**src/hdl/arpc_pkg.sv**
```systemverilog
// ----------------------------------------------------------------------------
// arpc_pkg
// Types and constants used by the ARP cache table.
// ----------------------------------------------------------------------------
`default_nettype none

package arpc_pkg;

    localparam int TABLE_ENTRIES_DEF = 16;
    localparam int HEADER_BYTES      = 28;
    localparam int ENTRY_W           = 80;

    localparam logic        ITEM_OP_PACKET = 1'b0;
    localparam logic        ITEM_OP_LOOKUP = 1'b1;
    localparam logic [15:0] OPCODE_REQ     = 16'd1;
    localparam logic [15:0] OPCODE_RSP     = 16'd2;

    typedef struct packed {
        logic        op;
        logic [15:0] packet_len;
        logic [15:0] arp_opcode;
        logic [31:0] ip_addr;
        logic [47:0] src_mac;
        logic [31:0] tgt_ip;
    } t_arp_in;

    typedef struct packed {
        logic        found;
        logic [47:0] mac_found;
        logic        reply_wanted;
        logic [47:0] reply_dst_mac;
        logic [31:0] reply_dst_ip;
        logic        table_full;
    } t_arp_out;

    typedef struct packed {
        logic [31:0] ip;
        logic [47:0] mac;
    } t_entry;

    typedef enum logic [1:0] {
        ST_IDLE,
        ST_SCAN,
        ST_DONE
    } t_state;

endpackage

`default_nettype wire

```
**src/hdl/arpc_ram.sv**
```systemverilog
// ----------------------------------------------------------------------------
// arpc_ram
// Generic RAM: one write port, one read port with registered read data.
// ----------------------------------------------------------------------------
`default_nettype none

module arpc_ram #(
    parameter int WIDTH = 8,
    parameter int DEPTH = 16,
    parameter int AW    = (DEPTH > 1) ? $clog2(DEPTH) : 1
) (
    input  wire logic             i_clk,
    input  wire logic             i_we,
    input  wire logic [AW-1:0]    i_waddr,
    input  wire logic [WIDTH-1:0] i_wdata,
    input  wire logic [AW-1:0]    i_raddr,
    output logic      [WIDTH-1:0] o_rdata
);

    logic [WIDTH-1:0] r_mem [DEPTH];

    always_ff @(posedge i_clk) begin
        if (i_we) begin
            r_mem[i_waddr] <= i_wdata;
        end
        o_rdata <= r_mem[i_raddr];
    end

endmodule

`default_nettype wire

```
**src/hdl/arp_cache_table.sv**
```systemverilog
// ----------------------------------------------------------------------------
// arp_cache_table
// IPv4-to-MAC cache: serves lookups and learns from ARP replies, flags
// requests for the own address. Bindings live in one RAM, scanned in order.
// ----------------------------------------------------------------------------
// Lookups and ARP replies pass through ST_SCAN, reading one entry a cycle
//   through the single read port of the entry RAM, then ST_DONE; all other
//   packets go straight to ST_DONE, where the result is registered. busy is
//   high until ST_IDLE, so an item is taken only when the last is through.
// Reset clears the valid bits and own_ip; no clearing pass.
// The result strobe lasts one cycle and cannot be held off.
`default_nettype none

module arp_cache_table #(
    parameter int TABLE_ENTRIES = arpc_pkg::TABLE_ENTRIES_DEF
) (
    input  wire logic              i_clk,
    input  wire logic              i_rst_n,
    input  wire logic              start,
    output logic                   busy,
    input  wire arpc_pkg::t_arp_in i_item,
    output logic                   o_result_valid,
    output arpc_pkg::t_arp_out     o_result,
    input  wire logic              i_cfg_we,
    input  wire logic [31:0]       i_cfg_wdata
);

    import arpc_pkg::*;

    localparam int IDX_W = (TABLE_ENTRIES > 1) ? $clog2(TABLE_ENTRIES) : 1;
    localparam logic [IDX_W-1:0] LAST_IDX = IDX_W'(TABLE_ENTRIES - 1);

    t_state             r_state, n_state;
    t_arp_in            r_item;
    logic [31:0]        r_own_ip;
    logic [TABLE_ENTRIES-1:0] r_valid;
    logic [IDX_W-1:0]   r_idx;
    logic               r_issuing;
    logic               r_pend;
    logic [IDX_W-1:0]   r_pend_idx;
    logic               r_hit;
    logic [IDX_W-1:0]   r_hit_idx;
    logic [47:0]        r_hit_mac;
    logic               r_free_ok;
    logic [IDX_W-1:0]   r_free_idx;
    t_arp_out           r_result;
    logic               r_result_valid;

    logic               accept;
    logic               in_scan;
    logic               len_ok;
    logic               is_store;
    logic               is_request;
    logic               ram_we;
    logic [IDX_W-1:0]   ram_waddr;
    t_entry             ram_wdata;
    t_entry             ram_rdata;

    arpc_ram #(
        .WIDTH (ENTRY_W),
        .DEPTH (TABLE_ENTRIES),
        .AW    (IDX_W)
    ) u_entry_ram (
        .i_clk   (i_clk),
        .i_we    (ram_we),
        .i_waddr (ram_waddr),
        .i_wdata (ram_wdata),
        .i_raddr (r_idx),
        .o_rdata (ram_rdata)
    );

    assign accept = start && !busy;

    // Lookups and replies walk the table; everything else resolves at once.
    always_comb begin
        in_scan = (i_item.op == ITEM_OP_LOOKUP) ||
                  ((i_item.packet_len >= 16'(HEADER_BYTES)) &&
                   (i_item.arp_opcode == OPCODE_RSP));
    end

    assign len_ok     = r_item.packet_len >= 16'(HEADER_BYTES);
    assign is_store   = (r_item.op == ITEM_OP_PACKET) && len_ok &&
                        (r_item.arp_opcode == OPCODE_RSP);
    assign is_request = (r_item.op == ITEM_OP_PACKET) && len_ok &&
                        (r_item.arp_opcode == OPCODE_REQ) &&
                        (r_item.tgt_ip == r_own_ip);

    // Next state
    always_comb begin
        n_state = r_state;
        case (r_state)
            ST_IDLE: begin
                if (accept) begin
                    n_state = in_scan ? ST_SCAN : ST_DONE;
                end
            end
            ST_SCAN: begin
                if (r_pend && !r_issuing) begin
                    n_state = ST_DONE;
                end
            end
            ST_DONE: n_state = ST_IDLE;
            default: n_state = ST_IDLE;
        endcase
    end

    // State outputs
    always_comb begin
        busy      = 1'b1;
        ram_we    = 1'b0;
        ram_waddr = r_hit ? r_hit_idx : r_free_idx;
        ram_wdata = '{ip: r_item.ip_addr, mac: r_item.src_mac};
        case (r_state)
            ST_IDLE: busy = 1'b0;
            ST_SCAN: busy = 1'b1;
            ST_DONE: ram_we = is_store && (r_hit || r_free_ok);
            default: busy = 1'b1;
        endcase
    end

    always_ff @(posedge i_clk) begin
        if (!i_rst_n) begin
            r_state        <= ST_IDLE;
            r_own_ip       <= '0;
            r_valid        <= '0;
            r_issuing      <= 1'b0;
            r_pend         <= 1'b0;
            r_result_valid <= 1'b0;
        end else begin
            r_state        <= n_state;
            r_result_valid <= 1'b0;

            if (i_cfg_we) begin
                r_own_ip <= i_cfg_wdata;
            end

            case (r_state)
                ST_IDLE: begin
                    if (accept) begin
                        r_item    <= i_item;
                        r_idx     <= '0;
                        r_issuing <= 1'b1;
                        r_pend    <= 1'b0;
                        r_hit     <= 1'b0;
                        r_free_ok <= 1'b0;
                    end
                end
                ST_SCAN: begin
                    // Compare the entry read last cycle; keep the first match
                    // and the first free slot.
                    if (r_pend) begin
                        if (r_valid[r_pend_idx] && !r_hit &&
                            (ram_rdata.ip == r_item.ip_addr)) begin
                            r_hit     <= 1'b1;
                            r_hit_idx <= r_pend_idx;
                            r_hit_mac <= ram_rdata.mac;
                        end
                        if (!r_valid[r_pend_idx] && !r_free_ok) begin
                            r_free_ok  <= 1'b1;
                            r_free_idx <= r_pend_idx;
                        end
                    end
                    // Advance the read address
                    r_pend     <= r_issuing;
                    r_pend_idx <= r_idx;
                    if (r_issuing) begin
                        if (r_idx == LAST_IDX) begin
                            r_issuing <= 1'b0;
                        end else begin
                            r_idx <= r_idx + 1'b1;
                        end
                    end
                end
                ST_DONE: begin
                    if (ram_we && !r_hit) begin
                        r_valid[r_free_idx] <= 1'b1;
                    end
                    r_result_valid <= 1'b1;
                    r_pend         <= 1'b0;
                end
                default: begin
                    r_pend <= 1'b0;
                end
            endcase
        end
    end

    // Result payload
    always_ff @(posedge i_clk) begin
        if (r_state == ST_DONE) begin
            r_result.found         <= (r_item.op == ITEM_OP_LOOKUP) && r_hit;
            r_result.mac_found     <= ((r_item.op == ITEM_OP_LOOKUP) && r_hit) ?
                                      r_hit_mac : 48'd0;
            r_result.reply_wanted  <= is_request;
            r_result.reply_dst_mac <= is_request ? r_item.src_mac : 48'd0;
            r_result.reply_dst_ip  <= is_request ? r_item.ip_addr : 32'd0;
            r_result.table_full    <= is_store && !r_hit && !r_free_ok;
        end
    end

    assign o_result_valid = r_result_valid;
    assign o_result       = r_result;

endmodule

`default_nettype wire
```
**config.mk**
```make
export PLATFORM = sky130hd
export DESIGN_NAME = arp_cache_table
export DESIGN_NICKNAME = d
export VERILOG_FILES = /design/src/hdl/arpc_pkg.sv /design/src/hdl/arpc_ram.sv /design/src/hdl/arp_cache_table.sv
export SDC_FILE = /design/constraint.sdc
export NUM_CORES = 2
export LEC_CHECK = 0
export CAP_MARGIN = 20
export CORE_MARGIN = 2
export CORE_UTILIZATION = 33
export CTS_CLUSTER_SIZE = 14
export DETAILED_ROUTE_END_ITERATION = 6
export DONT_BUFFER_PORTS = 1
export GPL_ROUTABILITY_DRIVEN = 0
export GPL_TIMING_DRIVEN = 0
export HOLD_SLACK_MARGIN = 0.06
export SLEW_MARGIN = 15
export SYNTH_ARGS = -nofsm -noshare
export SYNTH_HDL_FRONTEND = slang
export SYNTH_SLANG_ARGS = --single-unit
```
**constraint.sdc**
```tcl
create_clock -name i_clk -period 15.9 [get_ports i_clk]
set_input_delay 1.59 -clock i_clk [delete_from_list [all_inputs] [get_ports i_clk]]
set_output_delay 1.59 -clock i_clk [all_outputs]
set_load 0.01 [all_outputs]
```
* Word-level counts from Yosys, hierarchy flattened
Memories as Yosys holds them, arrays and structs flattened. A register that Yosys moved wholly into a read port is not among the register bits. Cells that the tools add are included.
Operators by class: add/sub/neg operators 1, order comparisons 5, eq/ne operators 15, mux-type cells 30, bitwise operators 2, reduce and logical (&&, ||, !) cells 34
Operators by type and width (count):
- 32-bit == test | 2
- 16-bit by 2-bit == test with 1-bit output, second input constant | 2
- 16-bit by 5-bit greater-or-equal comparator with 1-bit output, second input constant | 2
- 16-bit by 1-bit == test with 1-bit output, second input constant | 1
- 1-bit logical AND | 16
- 4-bit two-way mux | 4
- 16-bit OR | 1
- 1-bit two-way mux | 15
- 5-bit AND reduction | 3
- 2-bit != test, second input constant | 7
- 4-bit by 5-bit < comparator with 1-bit output, second input constant | 2
- 1-bit one-hot mux with 2 select lines | 4
- 4-bit one-hot mux with 2 select lines | 1
- 2-bit AND reduction | 4
- 4-bit AND reduction | 2
- 2-bit two-way mux | 3
- 4-bit by 1-bit adder with 4-bit output, second input constant | 1
- 1-bit binary-select mux with 4-bit select | 1
- 1-bit demux with 4-bit select | 1
- 4-bit == test, second input constant | 1
- 4-bit by 1-bit greater-or-equal comparator with 1-bit output, second input constant | 1
- 1-bit logical NOT | 4
- 2-bit one-hot mux with 2 select lines | 1
- 3-bit AND reduction | 1
- 6 further kinds | 7
Word-level totals: flip-flop bits (word level) 395, RAM bits 1280, input port bits 181, output and inout bits 133, logic and storage cells 113, memories kept 1
Memories:
- u_entry_ram.r_mem | depth 16, bits a word 80, read ports 1, clocked after memory_dff 1, wr ports 1, RTL line arpc_ram.sv:20 | logic [WIDTH-1:0] r_mem [DEPTH];

* Longest topological paths before layout
depth in word-level cells 7, gate-level depth with buffers 6, depth with buffers taken out 5

* Hierarchy
Synthesis repeated with hierarchy kept, for this count alone.
Unflattened totals: cells, all modules 2882, area total of the unflattened synthesis 63709.9 um^2
Modules (own cells, without submodules):
- arpc_ram | times used 1, cells each 2054, area an instance 49422.4 um^2, seq. area each 40038.4 um^2
- arp_cache_table | times used 1, cells each 828, area an instance 14287.5 um^2, seq. area each 11270.8 um^2

* Worst setup path before layout
No wires, ideal clock.
kind register -> register, start reg r_state[0], end mem u_entry_ram.r_mem[8][0] (netlist name) (enable), library setup time 519 ps, data arrival time 11727 ps, required time 15381 ps, setup slack 3654 ps, stages on the path, launching flop included 6, path buffers 0, clock period less this slack 12246 ps, cells stage by stage dfxtp_1 > nor2b_1 > o21ai_0 > a2111oi_4 > o21ai_0 > nor2_1
Between the ends: longest elaborated chain between the ends 4
Ends and longest elaborated chain:
- start: declaration | RTL line arp_cache_table.sv:33 | t_state r_state, n_state;
- start signal: assignment | RTL line arp_cache_table.sv:130 | r_state <= n_state;
- 2-bit == test | RTL line arp_cache_table.sv:113 | case (r_state)
- 1-bit two-way mux | RTL line arp_cache_table.sv:113
- 1-bit two-way mux | RTL line arpc_ram.sv:23 | if (i_we) begin
- 1-bit two-way mux (implied by the code) | RTL line arpc_ram.sv:24 | r_mem[i_waddr] <= i_wdata;
- end: declaration | RTL line arpc_ram.sv:20
No other way between the ends.

* Final worst setup path
start reg r_item[144] (netlist name), end mem u_entry_ram.r_mem[10][35] (netlist name) (enable)
Between the ends: longest elaborated chain between the ends 7
Ends and longest elaborated chain:
- start: declaration | RTL line arp_cache_table.sv:34 | t_arp_in r_item;
- start signal: assignment | RTL line arp_cache_table.sv:140 | r_item <= i_item;
- 1-bit NOT | RTL line arp_cache_table.sv:82 | assign is_store = (r_item.op == ITEM_OP_PACKET) && len_ok &&
- 1-bit logical AND (2 in series) | RTL line arp_cache_table.sv:82
- 1-bit logical AND | RTL line arp_cache_table.sv:116 | ST_DONE: ram_we = is_store && (r_hit || r_free_ok);
- 1-bit two-way mux | RTL line arp_cache_table.sv:113
- 1-bit two-way mux | RTL line arpc_ram.sv:23
- 1-bit two-way mux (implied by the code) | RTL line arpc_ram.sv:24
No other way between the ends.

==> results by stage <==
Clock tree:
- The TritonCTS clock tree is built.
- The clock reaches the later pin of the worst-skew pair after 830 ps.
- The H-tree generated during clock tree synthesis spans 4 levels.
- The sink count of the clock tree is approximately 1800.
- The root buffer selected by CTS is sky130_fd_sc_hd__clkbuf_16.
- For this design, the CTS-stage hold fixing added 0 buffers.
- In this run, CTS created clock tree buffers numbering 183.
- The largest buffer count on any clock path is 3.
- In this run, post-CTS repair resized a total of 0 instances.
- Clock-pin slew was measured on the worst setup and hold paths at about 60 ps.
- The post-CTS setup repair buffer count is 0.

Synthesis:
- The number of distinct standard cells referenced by the synthesized netlist is 41.
- By area the synthesized netlist is led by sky130_fd_sc_hd__edfxtp_1 76%, sky130_fd_sc_hd__mux4_2 14%, sky130_fd_sc_hd__dfxtp_1 4.2%.
- In this run the mean area of a mapped cell was 23.6 µm².
- Sequential cells were found to cover between 80% and 90% of the synthesized design area.
- The number of warning messages in the yosys log is 0.
- The synthesized design contains approximately 1800 register bits.
- The area share of the leading cell type in the synthesized netlist is 76.2%.
- The number of nets handed over by synthesis was roughly 2900.
- The synthesized netlist occupies a cell area of approximately 0.064 mm².
- The synthesized design spends more area on one cell type than any other, namely sky130_fd_sc_hd__edfxtp_1.
- In the synthesized netlist, the number of instances is between 2000 and 3000.

Final layout:
- The library cells used most frequently in the layout, excluding fill and tap cells, are 1620 x sky130_fd_sc_hd__edfxtp_1, 404 x sky130_fd_sc_hd__mux4_2, 185 x sky130_fd_sc_hd__clkbuf_16.
- The leading cell type in the layout, fill and taps excluded is sky130_fd_sc_hd__edfxtp_1.
- The number of inserted filler cells in the final layout is between 15000 and 20000.
- The sequential cell area is about 0.051 mm².
- Relative to the synthesized area, the layout overhead comes to 18.1%.
- The share of final-layout standard cells stronger than drive strength 1 is between 20% and 30%.
- The area used by multi-input combinational logic is ~0.012 mm².
- At the end of the flow, the number of nets in the layout was roughly 3200.
- Excluding fillers, the count of instances in the completed layout stands at 5689.

Timing:
- The highest clock frequency the design can meet is about 0.21 GHz.
- Setup repair after global routing left no endpoint under its margin.
- Adding up every negative setup slack in the final design gives 0 ps.
- The final critical-path required period is between 4000 and 5000 ps.
- The max-slew violation count came to 0.
- The ratio of final minimum period to clock period is 29.5%.
- The maximum clock skew at final layout is 43.9 ps.
- At the pin with the least slew margin, the transition time is 1200 ps.
- The worst hold margin is between 300 and 400 ps.
- The hold violation count in the final report was 0.
- The normalized max-slew margin is approximately a fifth.
- The setup violation total in the final timing report is 0.

Route:
- In the routed design, unresolved DRC markers number 0.
- The wire length reported by the detailed router is between 150000 and 200000 µm.
- In this run the remaining antenna-violating nets after routing total 0.
- The first detailed-routing pass took 5 iterations.
- The final route contains 28502 vias.
- The via-per-instance ratio is approximately 5.
- Dividing the detail-routed wire length by the instance count gives between 20 and 30 µm.
- The count of routing violations after the opening detailed-route iteration is just under 3000.

Critical path:
- The master of the slowest instance on the critical path is sky130_fd_sc_hd__edfxtp_1.
- The most prevalent standard cell on the critical path is sky130_fd_sc_hd__buf_12.
- The slack of the worst reg-to-reg path is 11210 ps.
- The worst setup path startpoint is r_item[144]$_DFFE_PP_.
- The capture point of the worst reg-to-reg path is u_entry_ram.r_mem[10][35]$_DFFE_PP_.
- Data arrives at the worst endpoint at approximately 5200 ps.
- The number of cells on the worst reg-to-reg path is 9.
- On the worst path, the slowest cell contributes a delay of 800 ps.
- The startpoint identified for the worst register-to-register timing path is r_item[144]$_DFFE_PP_.
- The kind of capture point of the worst setup path is a register.
- The kind of critical path is reg -> reg.
- The required time at the endpoint of the critical path is between 15000 and 20000 ps.
- STA classifies the critical path startpoint as a register.
- The largest fanout on the critical path is 19.
- Walking the worst path, the cells encountered are nor4_1 > nand4_1 > a2111oi_4 > o21ai_0 > buf_2 > nor2_4 > buf_12 > buf_12 > buf_12.

Pwr:
- In this run the static leakage power is approximately 0.024 µW.
- For this design the ratio of total power to cell area is roughly 130 mW/mm².
- The overall power consumption is about 9700 µW.
- The largest vdd supply drop is 0.000120 V.

Die:
- For this configuration, the core starts out at a cell density of between 30% and 40%.
- The height of the die is roughly 440 µm.
- The die is 444 µm wide.
- The count of boundary I/O pins is 314.
- The number of core rows is 161.
- The placeable core region is 0.192 mm².
- The floorplan step defined a die boundary enclosing between 0.15 and 0.2 mm².

Outcome:
- The run finished with clean final reports.

GRT:
- Global routing consumed, over all layers together, 15.7% of the routing resources.
- The total overflow left after global routing is 0.
- The first global-routing pass estimated ~220000 µm of wire.
- The number of antenna violations at the first check in global routing is 15.
- The largest net degree at the start of global routing is 32.
- The number of global-route vias before repair is around 29000.

Place:
- The cell count after placement is 5340.
- Buffers placed on the I/O ports in this run total 0.
- The half-perimeter wire length of the detailed placement result is 103000 µm.

Worst hold path:
- The class of the tightest hold or removal check is reg -> reg.
- The worst hold path passes through 0 cells.
- In this run the most critical hold path is launched from u_entry_ram.o_rdata[14]$_DFF_P_.
- For hold timing, the worst endpoint is r_hit_mac[14]$_DFFE_PP_.

Flow run:
- The count of maximum capacitance violations is 0.
## cell usage after synthesis (all sizes together)
cell / n
or4: 2
nor2b: 35
clkbuf: 73
a2111oi: 1
dfxtp: 133
a21boi: 1
mux4: 404
o21bai: 1
a22oi: 1
nand3: 6
mux2i: 37
and3: 51
a21oi: 3
and2: 84
nand4b: 1
nor4: 20
or3: 1
buf: 48
a211oi: 1
and3b: 2
inv: 2
nor4b: 1
a21o: 1
xor2: 33
nand3b: 2
nand4: 10
nor3b: 5
or2: 3
mux2: 2
a31oi: 2
nor3: 5
nand2: 27
o21ai: 24
ha: 1
xnor2: 33
nor2: 27
nand2b: 5
edfxtp: 1620
## worst max-delay path, delay by kind of cell (launching register included)
kind,cells,cell delay (ps)
simple gates,3,1310
compound gates,2,1200
flops,1,800
buf+inv,4,1010
## where the power goes
part           switching, µW  internal (µW)
clock                   1800           2390
combinational            165            143
sequential              75.9           5090
## metal layers
| metal | routed length (µm) | GRT usage, % | vias to the layer above | part of all wire (%) |
|---|---|---|---|---|
| met5 | 35 | 0 | - | 0.022 |
| met1 | 63500 | 20.3 | 15333 | 41 |
| li1 | - | - | 11927 | - |
| met3 | 9940 | 3.34 | 236 | 6.4 |
| met4 | 3690 | 4.41 | 6 | 2.4 |
| met2 | 78800 | 26.6 | 1000 | 51 |
## area by class of cell
type,count,share of cell area (%)
timing repair buffer,110,3.07
buffer,121,0.679
inverter,2,0.00996
multi-input combinational,832,16.1
clock buffer,244,6.64
clock inverter,97,1.22
antenna,4,0.0133
sequential,1753,68.1
tap,2526,4.19
## state kept, by name (all words and copies together), names as in the netlist, 4 cells and up
name                 cells
u_entry_ram.r_mem     1280
r_item                 143
o_result               131
u_entry_ram.o_rdata     80
r_hit_mac               48
r_own_ip                32
r_valid                 16
r_free_idx               4
r_hit_idx                4
r_idx                    4
r_pend_idx               4
## logic make-up after synthesis
logic type                 count (synthesis)  synth area share (%)
muxes                                    443                  14.9
buffers and inverters                    123                 0.806
DFF                                     1753                  80.4
and+or+nand+nor                          287                  2.64
xor gates and xnor gates                  66                 0.906
AOI/OAI and AO/OA                         35                 0.333
adders and majority gates                  1                0.0196
## per-stage QoR
step | utilization [%] | setup WS, ps | cell area (µm²)
floorplan | - | 3650 | 63800
global placement | 34.8 | -8280 | 67000
detailed placement | 36.1 | 11320 | 69400
CTS | 39.1 | 11280 | 75300
global route | 39.2 | 11080 | 75300
finish | 39.2 | 11210 | 75300
## how the worst max path moves through the flow
| stage | end | slack [ps] | depth (start not counted) |
|---|---|---|---|
| after floorplan | u_entry_ram.r_mem[8][0]$_DFFE_PP_ | 3650 | 5 |
| after global placement | u_entry_ram.r_mem[10][13]$_DFFE_PP_ | -8280 | 5 |
| after detailed placement | u_entry_ram.r_mem[10][32]$_DFFE_PP_ | 11320 | 9 |
| after CTS | u_entry_ram.r_mem[10][20]$_DFFE_PP_ | 11280 | 9 |
| after global routing | u_entry_ram.r_mem[10][33]$_DFFE_PP_ | 11080 | 9 |
| final | u_entry_ram.r_mem[10][35]$_DFFE_PP_ | 11210 | 9 |
No activity file was read; power rests on OpenSTA's default activity.
